--- src/rtl/dcf_pkg.sv ---
package dcf_pkg;

  localparam int DEF_TAPS    = 64;
  localparam int CMD_Q_DEPTH = 2;

  localparam logic [6:0] FACTOR_MIN = 7'd1;
  localparam logic [6:0] FACTOR_MAX = 7'd64;

  typedef enum logic {
    OP_SAMPLE = 1'b0,
    OP_LOAD   = 1'b1
  } op_t;

  typedef enum logic [1:0] {
    BK_CLEAR,
    BK_IDLE,
    BK_MAC,
    BK_OUT
  } bk_state_t;

  typedef struct packed {
    logic        is_load;
    logic        fire;
    logic        keep;
    logic [15:0] re;
    logic [15:0] im;
  } cmd_t;

endpackage

--- src/rtl/dcf_front.sv ---
module dcf_front
  import dcf_pkg::*;
#(
  parameter int TAPS = DEF_TAPS
) (
  input  logic                    clk,
  input  logic                    rst_n,
  input  logic                    cfg_wr_en,
  input  logic [6:0]              cfg_wr_data,
  input  logic                    in_valid,
  output logic                    in_stall,
  input  logic                    in_opcode,
  input  logic [15:0]             in_sample_re,
  input  logic [15:0]             in_sample_im,
  input  logic [5:0]              in_coef_index,
  input  logic [15:0]             in_coef_re,
  input  logic [15:0]             in_coef_im,
  input  logic                    back_ready,
  input  logic                    q_full,
  output logic                    q_push,
  output cmd_t                    q_cmd,
  output logic [$clog2(TAPS)-1:0] q_addr
);

  localparam int AW = $clog2(TAPS);

  logic [6:0]    factor_r;
  logic [5:0]    phase_r, phase_nxt;
  logic [AW-1:0] wpos_r, wpos_nxt;
  logic [6:0]    factor_eff;
  logic [5:0]    phase_inc;
  logic          fire;

  assign in_stall = !back_ready || q_full;
  assign q_push   = in_valid && !in_stall;

  always_comb begin
    if (factor_r < FACTOR_MIN) begin
      factor_eff = FACTOR_MIN;
    end else if (factor_r > FACTOR_MAX) begin
      factor_eff = FACTOR_MAX;
    end else begin
      factor_eff = factor_r;
    end
  end

  assign phase_inc = phase_r + 1'b1;
  assign fire      = (phase_inc == '0) || ({1'b0, phase_inc} >= factor_eff);

  always_comb begin
    phase_nxt = phase_r;
    wpos_nxt  = wpos_r;
    q_cmd     = '0;
    q_addr    = wpos_r;
    unique case (op_t'(in_opcode))
      OP_LOAD: begin
        q_cmd.is_load = 1'b1;
        q_cmd.keep    = (int'(in_coef_index) < TAPS);
        q_cmd.re      = in_coef_re;
        q_cmd.im      = in_coef_im;
        q_addr        = AW'(in_coef_index);
      end
      OP_SAMPLE: begin
        q_cmd.fire = fire;
        q_cmd.keep = 1'b1;
        q_cmd.re   = in_sample_re;
        q_cmd.im   = in_sample_im;
        if (q_push) begin
          phase_nxt = fire ? '0 : phase_inc;
          wpos_nxt  = (wpos_r == AW'(TAPS - 1)) ? '0 : wpos_r + 1'b1;
        end
      end
      default: begin
        q_cmd = '0;
      end
    endcase
  end

  always_ff @(posedge clk) begin
    if (!rst_n) begin
      factor_r <= FACTOR_MIN;
      phase_r  <= '0;
      wpos_r   <= '0;
    end else begin
      if (cfg_wr_en) begin
        factor_r <= cfg_wr_data;
      end
      phase_r <= phase_nxt;
      wpos_r  <= wpos_nxt;
    end
  end

endmodule

--- config.mk ---
export PLATFORM = sky130hd
export DESIGN_NAME = dcf_front
export DESIGN_NICKNAME = d
export VERILOG_FILES = /design/src/rtl/dcf_pkg.sv /design/src/rtl/dcf_front.sv
export SDC_FILE = /design/constraint.sdc
export NUM_CORES = 1
export LEC_CHECK = 0
export BUFFER_PORTS_ARGS = -buffer_cell sky130_fd_sc_hd__buf_2
export CORE_ASPECT_RATIO = 1.4
export CORE_MARGIN = 2
export CORE_UTILIZATION = 28
export DETAILED_ROUTE_END_ITERATION = 6
export GPL_ROUTABILITY_DRIVEN = 0
export PLACE_DENSITY_LB_ADDON = 0.2
export SYNTH_ARGS = -nofsm -noshare
export SYNTH_HDL_FRONTEND = slang
export SYNTH_SLANG_ARGS = --single-unit
--- constraint.sdc ---
create_clock -name clk -period 2.3 [get_ports clk]
set_input_delay 0.23 -clock clk [delete_from_list [all_inputs] [get_ports clk]]
set_output_delay 0.23 -clock clk [all_outputs]
set_load 0.02 [all_outputs]
---- After elaboration in Yosys (flattened, before gate mapping) ----
Index checks and enable logic that the tools add are counted.
word-level totals
  register bits ........................... 19
  input port bits ......................... 84
cells by class
  add/sub/neg operators ................... 2
  order comparisons ....................... 3
  eq/ne operators ......................... 1
  muxes and demuxes ....................... 8
  bitwise logic cells ..................... 1
  reductions and logical operators ........ 7
operator list
  kind                 number
  $pmux 33 s2          1
  $mux 6               3
  $mux 7               2
  $add 6x1->6 const B  2
  $ge 6x7->1           1
  $gt 7x7->1 const B   1
  $lt 7x1->1 const B   1
  $eq 6x6->1 const B   1
  $logic_not 6->1      1
  $logic_not 1->1      2
  $logic_or 1x1->1     2
  $mux 1               2
  $reduce_and 2->1     1
  $logic_and 1x1->1    1
  $not 1->1            1

---- Depth between registers and ports, before layout ----
  depth in word-level cells ............... 6
  gate-level depth with buffers ........... 9

---- Worst setup path after synthesis ----
OpenSTA, ideal clock, no wires.
  path type ............................... reg-to-output
  from .................................... register phase_r[0]
  to ...................................... output port q_cmd[33] (netlist name)
  arrival ................................. 1895 ps
  slack ................................... 175 ps
  cell stages (with the launch flop) ...... 10
  buffers on the path ..................... 0
  cell sequence ........................... dfxtp_1 ha_1 nand3_1 xnor2_1 ha_1 nand2_1 nor2_1 a21oi_2 o21ai_2 nor2b_1
RTL lines
  item                      line             source
  start: declaration        dcf_front.sv:28  logic [5:0] phase_r, phase_nxt;
  start signal: assignment  dcf_front.sv:88  phase_r <= phase_nxt;
  end: declaration          dcf_front.sv:21  output cmd_t q_cmd,

==> flow_summary.toml <==
[worst_setup_path]
cp-start-kind = "flop"
r2r_start = "phase_r[1]"
path_max_fanout = 4
cp_slowest_stage_delay_ns = 0.39
path_class = "reg -> out"
cp_common_cell = "a21oi_2"
cp_slowest_cell = "dfxtp_4"
endpoint_kind = "output pin"
setup.worst_path.start = "phase_r[1]"
crit_chain = "ha_4 > nand3_4 > xnor2_2 > ha_1 > a21oi_2 > o22ai_2 > a21oi_2 > o21ai_2 > nor2b_4 > buf_6"
required_ns = 2.07
rrSetupSlack_ns = 0.16
cp.arrival_ns = 2.08

[synthesis]
yosys.area_share.simple_pct = 22.9
synth_async_sr_flop_share_pct = 0
synth_top_family_by_area = "multiplexers"
ys_seq_elements = 19
synth_area_per_cell_um2 = 9.01
ys_types = 42
synth_edf_count = 0
synth_nets = 272
synth_fa_ha_area_share_pct = 6.17
synth_ff_type = "dfxtp_1"
synth_cells = 180
synth_area_mm2 = 0.00162
synth_xor_area_share_pct = 3.24
synth_compound_area_share_pct = 8.41
seq_area_frac_synth_pct = 23.5
muxShareOfSynthArea_pct = 30.7
yosys_warnings = 0

[sta]
tightest_slew_ns = 0.565
finalCriticalPeriod_ns = 2.31
slew_viol_final = 0
maxSlewHeadroom_pct = 62.3
max_freq_ghz = 0.433
setup_slack_ns = -0.00809
finalHoldViolCount = 0
fin_setup_tns_ns = -0.00809
setup_viol = 1
post-route-period-util_pct = 100
fin_worst_skew_ns = 0.00564
rsz0062_at_grt = "true"

[detailed_routing]
route.vias.total = 1771
wl_per_cell_um = 13.4
routed_wl_mm = 5.07
first_pass_iters = 4
drt_iter0_drc = 39
via_per_inst = 4.70
drc = 0
ant_nets = 0

[layout]
final_cell_mix = "buf_2, mux2_2, dfxtp_1"
area_delta_synth_final_pct = 53.2
final_common_cell = "buf_2"
fin_nets = 402
fin_area_mm2 = 0.00248
layout-drive-gt1-share_pct = 64.7
final_cells = 377
antenna_cells = 0

[global_routing]
grt_usage_pct = 16.2
grt_start_max_net_pins = 43
overflow = 0
grt_first_pass_wirelength_mm = 7.91
grt_pass1_vias = 1784
antenna_found_initial = 0

[power]
p_per_area_mw_per_mm2 = 380
p_leak_nw = 1.23
peakVddDrop_mv = 0.245

[floorplan]
start_util_pct = 29.1
die-area_mm2 = 0.00642
die_h_um = 94.0
core-area_mm2 = 0.00557
pin_count = 127
num_rows = 32
die_x_um = 68.3

[place]
place_ws_ns = 0.0691
port-buffer-count = 125
placed_cells = 367
hpwl_mm = 4.11
placed_area_mm2 = 0.00231

[job]
max-cap-violations = 0

[clocking]
clkTransAtPathRegs_ns = 0.08
cts_tree = "built"
cts_buffers = 3
cts_root_buf = "clkbuf_8"
cts_max_level = 1
clkLatencyLatePin_ns = 0.26
clock_path_buffers = 2
cts_hold_buf = 0
cts_sinks = 19

[worst_hold_path]
hp-class = "in -> reg"
hp-start = "cfg_wr_data[0]"

[run_status]
status = "complete, but fails checks"
violations = "negative setup slack"
[worst max-delay path: cells and delay by family, from the launching register on]
family	cells	cell delay, ns
DFF	1	0.39
and+or+nand+nor	2	0.21
adders and majority gates	2	0.49
xor gates and xnor gates	1	0.14
buffers and inverters	1	0.13
AOI/OAI and AO/OA	4	0.47
[cells by family after synthesis]
| kind of cell | Yosys count |
|---|---|
| simple gates | 63 |
| compound gates | 24 |
| flops | 19 |
| other cells | 1 |
| buf+inv | 14 |
| mux | 45 |
| fa+ha+maj | 8 |
| xor+xnor | 6 |
[power by group]
group	internal [mW]	switching, mW	leakage, nW
Clock	0.121	0.116	0.0255
Combinational	0.180	0.183	1.04
Sequential	0.334	0.00926	0.158
Total	0.635	0.308	1.23
[registers in the layout, indices dropped and copies added, names as in the netlist]
signal	flops
factor_r	7
phase_r	6
wpos_r	6
[timing repair]
action | in CTS | in global routing
setup buffers | 4 | 2
gates resized for setup | 14 | 7
endpoints found under the setup margin | 1 | 1
pin swaps | 3 | 5
[final timing paths]
| kind | to | depth (start not counted) |
|---|---|---|
| min reg2reg | factor_r[0] | 2 |
| min | factor_r[0] | 3 |
| max reg2reg | phase_r[4] | 12 |
| max | q_cmd[33] | 10 |
[cell type report]
cell class                 count  area [um^2]
inverter                       4         15.0
timing repair buffer         135          719
clock inverter                 1         5.00
multi-input combinational    147         1220
clock buffer                   3         41.3
sequential                    19          394
tap                           68         85.1
fill                         568         3080
[metrics by stage]
stage | hold slack, ns | total power [mW] | util, %
6_report | 0.184 | 0.943 | 44.6
5_1_grt | 0.182 | 0.991 | 44.6
4_1_cts | 0.180 | 0.946 | 43.8
3_5_place_dp | 0.459 | 0.698 | 41.5
3_3_place_gp | 0.450 | 0.695 | 41.5
2_1_floorplan | 0.358 | 0.555 | -
[cells in the mapped netlist, types with 2 or more instances]
cell type	number	area share, %
or3_1	2	0.77
xor2_1	4	2.2
nand3_1	8	2.5
xnor2_1	2	1.1
mux2i_1	7	4.3
o21ai_0	2	0.62
ha_1	8	6.2
nor4_2	2	1.5
inv_1	4	0.93
mux2_2	38	26
clkbuf_1	2	0.46
and3_1	2	0.77
nor2_1	13	3.0
nor2b_1	4	1.5
a21oi_1	9	2.8
dfxtp_1	19	23
nand2_1	13	3.0
nand2b_1	6	2.3
buf_2	3	0.93
buf_4	4	1.9
o21ai_1	7	2.2
[routing by layer]
layer / wire length (um) / global-route usage, % / share of wire (%)
met5: 0 / 0 / 0
met1: 1910 / 16.2 / 38
met4: 62 / 6.50 / 1.2
met2: 2680 / 30.5 / 53
met3: 418 / 3.72 / 8.2
No activity file was read; power rests on OpenSTA's default activity.
