==> config.mk <==
export PLATFORM = sky130hd
export DESIGN_NAME = dcf_cmd_queue
export DESIGN_NICKNAME = d
export VERILOG_FILES = /design/src/rtl/dcf_pkg.sv /design/src/rtl/dcf_cmd_queue.sv
export SDC_FILE = /design/constraint.sdc
export NUM_CORES = 1
export LEC_CHECK = 0
export ABC_AREA = 1
export BUFFER_PORTS_ARGS = -buffer_cell sky130_fd_sc_hd__buf_2
export CAP_MARGIN = 20
export CORE_MARGIN = 2
export CORE_UTILIZATION = 49
export CTS_CLUSTER_SIZE = 14
export DETAILED_ROUTE_END_ITERATION = 7
export HOLD_SLACK_MARGIN = 0.06
export PLACE_DENSITY = 0.83
export SLEW_MARGIN = 30
export SYNTH_ARGS = -nofsm -noshare
export SYNTH_HDL_FRONTEND = slang
export SYNTH_SLANG_ARGS = --single-unit
==> constraint.sdc <==
create_clock -name clk -period 1.8 [get_ports clk]
set_input_delay 0.36 -clock clk [delete_from_list [all_inputs] [get_ports clk]]
set_output_delay 0.36 -clock clk [all_outputs]
set_load 0.02 [all_outputs]
==> src/rtl/dcf_pkg.sv <==
package dcf_pkg;

  localparam int DEF_TAPS    = 64;
  localparam int CMD_Q_DEPTH = 2;

  localparam logic [6:0] FACTOR_MIN = 7'd1;
  localparam logic [6:0] FACTOR_MAX = 7'd64;

  typedef enum logic {
    OP_SAMPLE = 1'b0,
    OP_LOAD   = 1'b1
  } op_t;

  typedef enum logic [1:0] {
    BK_CLEAR,
    BK_IDLE,
    BK_MAC,
    BK_OUT
  } bk_state_t;

  typedef struct packed {
    logic        is_load;
    logic        fire;
    logic        keep;
    logic [15:0] re;
    logic [15:0] im;
  } cmd_t;

endpackage

==> src/rtl/dcf_cmd_queue.sv <==
module dcf_cmd_queue
  import dcf_pkg::*;
#(
  parameter int WIDTH = 8,
  parameter int DEPTH = CMD_Q_DEPTH
) (
  input  logic             clk,
  input  logic             rst_n,
  input  logic             push,
  input  logic [WIDTH-1:0] push_data,
  output logic             full,
  input  logic             pop,
  output logic             head_valid,
  output logic [WIDTH-1:0] head_data
);

  localparam int PW = (DEPTH > 1) ? $clog2(DEPTH) : 1;
  localparam int CW = $clog2(DEPTH + 1);

  logic [WIDTH-1:0] mem [DEPTH];
  logic [PW-1:0]    wr_ptr_r, wr_ptr_nxt;
  logic [PW-1:0]    rd_ptr_r, rd_ptr_nxt;
  logic [CW-1:0]    count_r, count_nxt;
  logic             do_push, do_pop;

  assign full       = (count_r == CW'(DEPTH));
  assign head_valid = (count_r != '0);
  assign head_data  = mem[rd_ptr_r];
  assign do_push    = push && !full;
  assign do_pop     = pop && head_valid;

  always_comb begin
    wr_ptr_nxt = wr_ptr_r;
    rd_ptr_nxt = rd_ptr_r;
    count_nxt  = count_r;
    if (do_push) begin
      wr_ptr_nxt = (wr_ptr_r == PW'(DEPTH - 1)) ? '0 : wr_ptr_r + 1'b1;
    end
    if (do_pop) begin
      rd_ptr_nxt = (rd_ptr_r == PW'(DEPTH - 1)) ? '0 : rd_ptr_r + 1'b1;
    end
    if (do_push && !do_pop) begin
      count_nxt = count_r + 1'b1;
    end else if (do_pop && !do_push) begin
      count_nxt = count_r - 1'b1;
    end
  end

  always_ff @(posedge clk) begin
    if (!rst_n) begin
      wr_ptr_r <= '0;
      rd_ptr_r <= '0;
      count_r  <= '0;
    end else begin
      wr_ptr_r <= wr_ptr_nxt;
      rd_ptr_r <= rd_ptr_nxt;
      count_r  <= count_nxt;
    end
  end

  always_ff @(posedge clk) begin
    if (do_push) begin
      mem[wr_ptr_r] <= push_data;
    end
  end

endmodule

Word level (Yosys, flattened, before mapping)
Memory sizes are Yosys's and may differ from the RTL's. A register that Yosys moved wholly into a read port is not among the register bits. Index checks and enable logic that the tools add are counted.

Register bits after elaboration: 4. Memory bits (writable): 16. Input port bits: 12. Output and inout bits: 10. Memories: 1.

Memory list: mem (depth 2, width 8, rd ports 1, clocked after Yosys merged registers in 1, write ports 1, line dcf_cmd_queue.sv:20) `logic [WIDTH-1:0] mem [DEPTH];`.

Add/subtract/negate cells: 4. Equal/unequal tests: 1. Multiplexer cells: 8. Reduce and logical (&&, ||, !) cells: 9.

Operators by type and width (number): $mux 1 (6); $logic_and 1x1->1 (4); $mux 2 (2); $reduce_bool 2->1 (2); $logic_not 1->1 (3); $add 1x1->1 const B (2); $add 2x1->2 const B (1); $eq 2x2->1 const B (1); $sub 2x1->2 const B (1).

Longest topological paths before layout
Gate-level depths: netlist of the first run.

Word-level depth: 7. Mapped depth: 10. Depth with buffers taken out: 10.

Worst setup path before layout of the first run
No wires, ideal clock.

Kind: reg2reg. Start point: register count_r[0]. End point: register count_r[1]. Library setup time: 0.064 ns. Data arrival time: 1.212 ns. Path slack: 0.524 ns. Stages on the path, launching flop included: 9. Path buffers: 0. Period minus slack after synthesis: 1.276 ns. Path through: dfxtp_1 -> o21a_2 -> inv_1 -> ha_1 -> inv_1 -> nand3_1 -> nand2_1 -> inv_1 -> nor2_1.

Longest elaborated chain between the ends: 6. Elaborated cells between the ends (all ways): 14. Those cells by class: add/sub: 2; eq/ne: 1; mux: 2; reduce/logical: 9.

RTL lines: start, declared (line dcf_cmd_queue.sv:23) `logic [CW-1:0] count_r, count_nxt;`; start signal, assigned (line dcf_cmd_queue.sv:57) `count_r <= count_nxt;`; $eq 2x2->1 (line dcf_cmd_queue.sv:26) `assign full = (count_r == CW'(DEPTH));`; $logic_not 1->1 (line dcf_cmd_queue.sv:29) `assign do_push = push && !full;`; $logic_and 1x1->1 (line dcf_cmd_queue.sv:29); $logic_not 1->1 (line dcf_cmd_queue.sv:44) `end else if (do_pop && !do_push) begin`; $logic_and 1x1->1 (line dcf_cmd_queue.sv:44); $reduce_bool 2->1 (no line).

Several ways; a longest one is shown, not always the timed one. The select of a mux whose other input is x is not followed. A chain may end at the register's enable or synchronous reset.

==> flow_summary.toml, run 1 <==
[job]
maxCapViolCount = 0

[floorplanning]
die_h_um = 45.0
std_cell_rows = 14
die_x_um = 45.0
start_util_pct = 53.5
core_um2 = 1540
io_pins = 22
dieArea_um2 = 2030

[synth]
syn_avg_cell_area_um2 = 13.3
netlist_instances = 62
syn-cell-area_um2 = 825
netlist_top_cells_area = "edfxtp_1 (58%), dfxtp_1 (12%), mux2_2 (11%)"
synth.most_common_cell = "edfxtp_1"
synth_top_area_share_pct = 58.3
async_reset_ff_share_pct = 0
ys_seq_elements = 21
synth_common_cells = "edfxtp_1 (16), nor2_1 (9), mux2_2 (8)"
synth_cell_types = 16
ys.flop_type = "edfxtp_1"
yosys_warnings = 0
synth_edf_count = 16
yosysSeqAreaShare_pct = 70.4
synth_fp_nets = 75
synth_area_leader_cell = "edfxtp_1"

[sta]
finalClockSkew_ns = 0.00468
fin_crit_ns = 1.61
tightest_slew_ns = 0.337
hold-worst-slack_ns = 0.248
tns_ns = 0
drv_slew = 0
period_share_pct = 89.5
maxSlewHeadroom_pct = 77.5
finalSetupViolations = 0
hold_violations = 0
rsz0062_at_grt = "no"
fmax_ghz = 0.621

[worst_setup_path]
start_kind = "flop"
path_cells = "mux2_2 -> buf_2"
crit_required_ns = 1.44
max_stage_delay_ns = 0.45
worst_ep_arrival_time_ns = 1.25
crit_type = "reg2out"
worstSetupEndpointType = "output pin"
slowest_stage = "dfxtp_2"
crit_path_max_fanout = 8

[power_and_ir_drop]
max-vdd-ir-drop_mv = 0.617
p_int_mw = 0.890
p_total_mw = 1.36
combPwrFrac_pct = 34.1
powerDensity_nw_per_um2 = 1380
p_clk_share_pct = 15.8
swShare_pct = 34.5
p_leak_nw = 0.421
p_seq_share_pct = 50.1
p_sw_mw = 0.470

[clocking]
cts_made_buffers = 3
cts.htree.levels = 1
cts_hold_buf = 0
cts_tree = "done"
cts_buffer_depth = 2
clk_pin_slew_ns = 0.11
cts_root_buffer = "clkbuf_4"
clkSinkCount = 21
clkLatencyLatePin_ns = 0.29

[global_route]
grt_pass1_wl_um = 1930
grt_usage_pct = 14.2
antenna_found_initial = 0
grt_pass1_vias = 461
grt.overflow.total = 0
grt_max_degree = 13

[drt]
routed_wl_um = 1260
final_antenna_net_count = 0
dr_total_vias = 511
drt_pass1_iterations = 4
drc = 0
wl_per_cell_um = 12.1
dr.first_iter.drc_count = 6
via_per_inst = 4.91

[placement]
place_congestion = 0.635
dpl.hpwl_um = 989
io_buffer_count = 21

[finish]
areaGrowthSynthToFinish_pct = 19.9
fin_util_pct = 64.1
nFillCells = 134
fin_nets = 102
n_antenna_cell = 0
drive_gt1_share_pct = 45.5

[min_path]
worst_hold_path_type = "in2reg"

[outcome]
status = "finished, final reports clean"
-- layout by cell type (no fill, tap or decap) --
master     n
o21ai_2    1
dfxtp_1    4
ha_1       1
nand2_2    1
mux2_2     8
buf_2     21
edfxtp_1  16
inv_2      1
nand4_1    1
inv_1      7
o21ai_0    2
clkbuf_4   3
clkinv_2   1
dfxtp_2    1
buf_4      2
nor2_1     9
nand2_1    6
nand3_1    1
o21a_2     1
a21oi_1    1
-- layer usage --
metal  up-vias  share of wire, %  GRT usage [%]
li1        264                 -              -
met1       234                42           14.5
met2        11                52           24.6
met3         2               5.1           4.80
met4         0              0.72           8.82
met5         -                 0              0
-- through the flow --
step,instance area (um^2),worst slack (ns),cells
5_1_grt,988,0.120,104
3_5_place_dp,960,0.405,100
2_1_floorplan,825,0.524,62
6_report,988,0.189,104
3_3_place_gp,960,0.392,100
4_1_cts,987,0.0582,104
-- kinds of logic (layout without fill, tap and decap cells) --
kind of cell,Yosys count,count (layout),share of synthesized area [%]
flops,21,21,70.4
simple gates,18,18,8.95
buf+inv,9,35,4.25
mux,8,8,10.9
compound gates,5,5,3.95
fa+ha+maj,1,1,1.52
-- worst max-delay path, delay by kind of cell (launching register included) --
kind                   cells  cell delay, ns
DFF                        1            0.45
buffers and inverters      1            0.16
muxes                      1            0.36
-- timing repair --
item	CTS	global route
buffers inserted	0	0
gates resized for setup	0	1
endpoints found under the setup margin	0	2
-- power groups by stage --
stage | logic, mW | registers [mW] | clock network, mW
global placement | 0.454 | 0.687 | 0
floorplan | 0.354 | 0.663 | 0
CTS | 0.469 | 0.681 | 0.221
global route | 0.514 | 0.692 | 0.240
finish | 0.464 | 0.681 | 0.215
detailed placement | 0.468 | 0.691 | 0
-- area by class of cell --
class | count | area [um^2] | share of cell area, %
Tap cell | 16 | 20.0 | 2.03
Timing Repair Buffer | 23 | 120 | 12.2
Multi-Input combinational cell | 32 | 209 | 21.1
Inverter | 8 | 30.0 | 3.04
Clock buffer | 3 | 22.5 | 2.28
Sequential cell | 21 | 582 | 58.9
Clock inverter | 1 | 5.00 | 0.506
-- sequential cells by signal, summed over array words and instances (netlist names), named ones only --
| signal | flops |
|---|---|
| mem | 16 |
| count_r | 2 |
| rd_ptr_r | 1 |
| wr_ptr_r | 1 |
-- path summary, 6_finish.rpt --
| path | startpoint | depth (start not counted) | end | slack, ns |
|---|---|---|---|---|
| hold reg to reg | rd_ptr_r | 2 | rd_ptr_r | 0.52 |
| setup / recovery | flop | 2 | head_data[0] | 0.19 |
| setup reg to reg | count_r[0] | 8 | count_r[1] | 0.37 |
| hold / removal | push_data[4] | 1 | mem[0][4] | 0.25 |
No activity file was read; power rests on OpenSTA's default activity.
==> run 2: changes to the inputs <==
Settings changed: ABC_AREA 1 to default, CTS_CLUSTER_DIAMETER from default to 200.
==> run 2 against run 1 <==
Area after synthesis down 2.3%. Maximum frequency up 0.21%. Setup slack better by 0.0034 ns. Die area down 2.1%. Sequential share of layout area up 1.7 points. Register-to-register slack worse by 0.16 ns. Critical endpoint unchanged.
==> flow_summary.toml, run 2 <==
[outcome]
status = "finished, final reports clean"

[drt]
wl_per_cell_um = 12.7
drc = 0
routed_wl_um = 1170
dr_total_vias = 469
via_per_inst = 5.10
drt_pass1_iterations = 3
final_antenna_net_count = 0
dr.first_iter.drc_count = 5

[worst_setup_path]
crit_required_ns = 1.44
cp_num_buf_inv = 1
crit_type = "reg2out"
crit_path_max_fanout = 8
slowest_stage = "dfxtp_2"
worstSetupEndpointType = "output pin"
reg2reg_slack_ns = 0.21
reg2reg_depth = 6
worst_ep_arrival_time_ns = 1.25
timing.rr.end = "count_r[1]"
r2r_start = "count_r[0]"
max_stage_delay_ns = 0.45
crit_family = "flip-flops"
start_kind = "flop"
path_cells = "mux2_2 -> buf_2"

[finish]
nFillCells = 123
drive_gt1_share_pct = 47.4
multi_input_area_um2 = 209
largest_reg_flops = 16
reg_top3 = "mem (16), count_r (2)"
n_antenna_cell = 0
seqCellArea_um2 = 582
final_cell_mix = "buf_2 (21), edfxtp_1 (16), mux2_2 (8)"
top_register = "mem"
final_common_cell = "buf_2"
fin_area_um2 = 961
areaGrowthSynthToFinish_pct = 19.3
fin_nets = 90

[floorplanning]
start_util_pct = 52.9
core_um2 = 1520
dieArea_um2 = 1980
std_cell_rows = 14
die_x_um = 44.6
io_pins = 22
die_h_um = 44.6

[synth]
synth_area_leader_cell = "edfxtp_1"
async_reset_ff_share_pct = 0
ys_seq_elements = 21
ys.flop_type = "edfxtp_1"
synth_top_area_share_pct = 59.6
synth_common_cells = "edfxtp_1 (16), mux2_2 (8), dfxtp_1 (5)"
synth.most_common_cell = "edfxtp_1"
synth_fp_nets = 64
syn-cell-area_um2 = 806
netlist_top_cells_area = "edfxtp_1 (60%), dfxtp_1 (12%), mux2_2 (11%)"
syn_avg_cell_area_um2 = 15.8
yosys_warnings = 0
synth_edf_count = 16
synth_cell_types = 17
netlist_instances = 51
yosysSeqAreaShare_pct = 72.0

[sta]
drv_slew = 0
tns_ns = 0
tightest_slew_ns = 0.373
finalClockSkew_ns = 0.00391
period_share_pct = 89.3
hold_violations = 0
rsz0062_at_grt = "no"
fin_crit_ns = 1.61
finalSetupViolations = 0
maxSlewHeadroom_pct = 75.1
fmax_ghz = 0.622

[clocking]
cts_made_buffers = 3
clkSinkCount = 21
cts_root_buffer = "clkbuf_4"
clkLatencyLatePin_ns = 0.29
cts.htree.levels = 1
cts_setup_buffers = 0
cts_buffer_depth = 2
cts_tree = "done"
clk_pin_slew_ns = 0.11

[min_path]
holdPathEnd = "mem[0][7]"
hp-start = "push_data[7]"
worst_hold_path_type = "in2reg"
hold_depth = 1

[power_and_ir_drop]
p_clk_share_pct = 15.6
p_sw_mw = 0.440
p_seq_share_pct = 50.3
swShare_pct = 32.5
combPwrFrac_pct = 34.1
powerDensity_nw_per_um2 = 1410
p_leak_nw = 0.398
max-vdd-ir-drop_mv = 0.985
p_int_mw = 0.912

[global_route]
grt_usage_pct = 13.8
grt_max_degree = 12
grt_pass1_vias = 475
grt.overflow.total = 0
grt_pass1_wl_um = 1930
antenna_found_initial = 0

[placement]
dpl_cell_area_um2 = 933
place_congestion = 0.666
io_buffer_count = 21

[job]
maxCapViolCount = 0
-- run 2: cell count changes in the layout (fill, tap and decap cells not counted), sizes merged, moves of 3 or more --
cell   change
inv        -5
nand2      -7
nor2       -5
xor2       +3
-- run 2: worst max-delay path by stage --
stage	end	cells past startpoint
global placement	count_r[1]	6
global route	count_r[1]	6
finish	head_data[0]	2
CTS	head_data[3]	2
floorplan	count_r[1]	6
detailed placement	count_r[1]	6
-- run 2: what timing repair did --
item,4_1_cts,5_1_grt
hold buffers,0,0
setup endpoints to repair,0,3
gates resized for setup,0,1
-- run 2: through the flow --
step	utilization, %	setup slack, ns	hold WS [ns]	total power, mW	instances
6_report	63.1	0.192	0.254	1.35	92
5_1_grt	63.1	0.0487	0.230	1.45	92
4_1_cts	63.0	0.0388	0.247	1.37	92
3_5_place_dp	61.2	0.213	0.497	1.16	88
3_3_place_gp	61.2	0.310	0.489	1.14	88
2_1_floorplan	-	0.206	0.459	1.02	51
-- run 2: power groups by stage --
| stage | combinational, mW | clock, mW | sequential (mW) |
|---|---|---|---|
| 6_report | 0.461 | 0.211 | 0.680 |
| 3_5_place_dp | 0.463 | 0 | 0.692 |
| 3_3_place_gp | 0.451 | 0 | 0.687 |
| 2_1_floorplan | 0.362 | 0 | 0.658 |
| 4_1_cts | 0.468 | 0.219 | 0.681 |
| 5_1_grt | 0.513 | 0.244 | 0.694 |
-- run 2: metal layers --
layer  part of all wire (%)  up-vias  global-route usage, %
met1                     43      220                   15.4
li1                       -      235                      -
met2                     51       14                   24.3
met5                      0        -                      0
met3                    5.8        0                   4.08
met4                      0        0                   5.45
-- run 2: cells by family after synthesis --
family,Yosys count,synth area share (%)
DFF,21,72.1
buffers and inverters,4,2.02
and+or+nand+nor,9,6.21
muxes,8,11.2
adders and majority gates,1,1.55
AOI/OAI and AO/OA,5,3.73
xor gates and xnor gates,3,3.26
-- run 2: cell type report --
type                    instances  share of cell area (%)
clock buffers                   4                    2.73
well taps                      16                    2.08
multi-input cells              26                    21.7
repair buffers                 22                    11.7
flip-flops and latches         21                    60.5
inverters                       3                    1.17
-- run 2: worst register-to-register path, delay by kind of cell, from the launching register on --
kind | cells | cell delay, ns
buffers and inverters | 1 | 0.07
AND/OR/NAND/NOR | 3 | 0.64
AO/OA/AOI/OAI | 1 | 0.14
adder cells (fa/ha/maj) | 1 | 0.27
flip-flops | 1 | 0.41
==> run 3: changes to the inputs <==
Settings changed: CORE_UTILIZATION 49 to 44, PLACE_DENSITY 0.83 to 0.8.
Clock period 1.8 ns to 1.3 ns, I/O delays scaled along.
==> run 3 against run 2 <==
The flow now finishes with violations (setup timing). Die area up 10%. Count of clock-buffer cells in the layout unchanged. First-iteration DRC count down 60%. Global-route usage up 2.8 points. Critical endpoint is now head_data[3]. Largest power group is now combinational cells. Highest routed layer is now met4.
==> flow_summary.toml, run 3 (same netlist as run 2, synthesis figures left out) <==
[outcome]
status = "complete, but fails checks"
violations = "setup timing"

[worst_setup_path]
crit_type = "reg2out"
crit_path_max_fanout = 5
crit_required_ns = 1.04
start_kind = "flop"
worst_ep_arrival_time_ns = 1.22
worstSetupEndpointType = "output pin"

[power_and_ir_drop]
powerDensity_nw_per_um2 = 2030
max-vdd-ir-drop_mv = 1.35
p_leak_nw = 0.514

[sta]
rsz0062_at_grt = "yes"
setup_slack_ns = -0.183
hold_violations = 0
drv_slew = 0
fmax_ghz = 0.674
finalClockSkew_ns = 0.00839
tightest_slew_ns = 0.216
finalSetupViolations = 11
period_share_pct = 114
maxSlewHeadroom_pct = 85.4
fin_crit_ns = 1.48

[global_route]
grt.met2_usage_pct = 31.5
grt_pass1_wl_um = 2410
grt_pass1_vias = 581
grt_usage_pct = 16.6
grt_max_degree = 12
met1_usage_pct = 16.0
antenna_found_initial = 0
grt_most_used_layer = "met2"
use_met3_pct = 4.62
grt.overflow.total = 0

[drt]
drc = 0
routed_wl_um = 1540
via_per_inst = 4.61
wl_per_cell_um = 13.8
dr_total_vias = 516
final_antenna_net_count = 0
dr.first_iter.drc_count = 2
drt_pass1_iterations = 4

[finish]
nFillCells = 133
fin_util_pct = 71.7
largest_reg_flops = 16
final_cell_mix = "edfxtp_1 (16), buf_6 (15), buf_2 (11)"
fin_area_um2 = 1240
top_register = "mem"
n_antenna_cell = 0
final_common_cell = "edfxtp_1"
drive_gt1_share_pct = 64.4
areaGrowthSynthToFinish_pct = 53.6
reg_top3 = "mem (16), count_r (2)"
fin_nets = 101

[clocking]
cts_made_buffers = 3
cts.htree.levels = 1
cts_root_buffer = "clkbuf_4"
cts_tree = "done"
clkLatencyLatePin_ns = 0.29
clk_pin_slew_ns = 0.11
cts_buffer_depth = 2
clkSinkCount = 21
cts_hold_buf = 0

[floorplanning]
start_util_pct = 46.7
die_x_um = 46.8
io_pins = 22
dieArea_um2 = 2190
std_cell_rows = 15
core_um2 = 1730
die_h_um = 46.8

[placement]
io_buffer_count = 21
dpl_cell_area_um2 = 1040
dpl.hpwl_um = 1090
place_congestion = 0.638

[min_path]
worst_hold_path_type = "in2reg"

[job]
maxCapViolCount = 0
[run 3: cell types whose count changed in the layout (fill, tap and decap cells not counted), sizes merged]
| cell | before | now |
|---|---|---|
| buf | 22 | 33 |
[run 3: critical path, cell delays in order (launching register included)]
cell and delay, ns:
dfxtp_2 0.36, buf_6 0.13, mux2_4 0.30, buf_6 0.13
[run 3: per-layer routing]
layer / routed length, um / part of all wire (%) / vias to the layer above
met3: 86 / 5.6 / 4
met5: 0 / 0 / -
li1: - / - / 253
met2: 908 / 59 / 17
met4: 22 / 1.4 / 0
met1: 524 / 34 / 242
[run 3: report_power, final]
part           internal [mW]  leakage, nW  switching (mW)
Clock                  0.119       0.0150           0.181
Sequential             0.870        0.192          0.0828
Combinational          0.728        0.307           0.536
[run 3: area by class of cell]
cell class                 instances  area [um^2]  share of cell area, %
inverter                           3         16.3                   1.31
sequential                        21          587                   47.4
timing repair buffer              33          289                   23.4
multi-input combinational         26          288                   23.3
clock buffer                       4         26.3                   2.12
tap                               25         31.3                   2.53
[run 3: path summary, 6_finish.rpt]
| path | startpoint | end | depth (start not counted) | slack (ns) |
|---|---|---|---|---|
| min reg2reg | rd_ptr_r | flop | 2 | 0.51 |
| max reg2reg | count_r[0] | count_r[1] | 6 | -0.14 |
| max | flop | head_data[3] | 3 | -0.18 |
| min | push_data[1] | mem[1][1] | 1 | 0.14 |
[run 3: through the flow]
step                hold slack [ns]  total power, mW  std cells  TNS, ns  setup WS [ns]
detailed placement            0.451             1.82        106   -0.291         -0.258
finish                        0.143             2.52        112    -1.65         -0.183
global route                  0.127             2.65        112    -2.21         -0.231
CTS                           0.140             2.41        111    -1.80         -0.188
floorplan                     0.359             1.46         51   -0.145         -0.127
global placement              0.448             1.76        106   -0.116         -0.116
[run 3: repair_timing]
item,in CTS,in global routing
pin swaps,1,1
endpoints found under the hold margin,0,0
gates resized for setup,35,9
buffers inserted,1,1
setup endpoints to repair,20,19
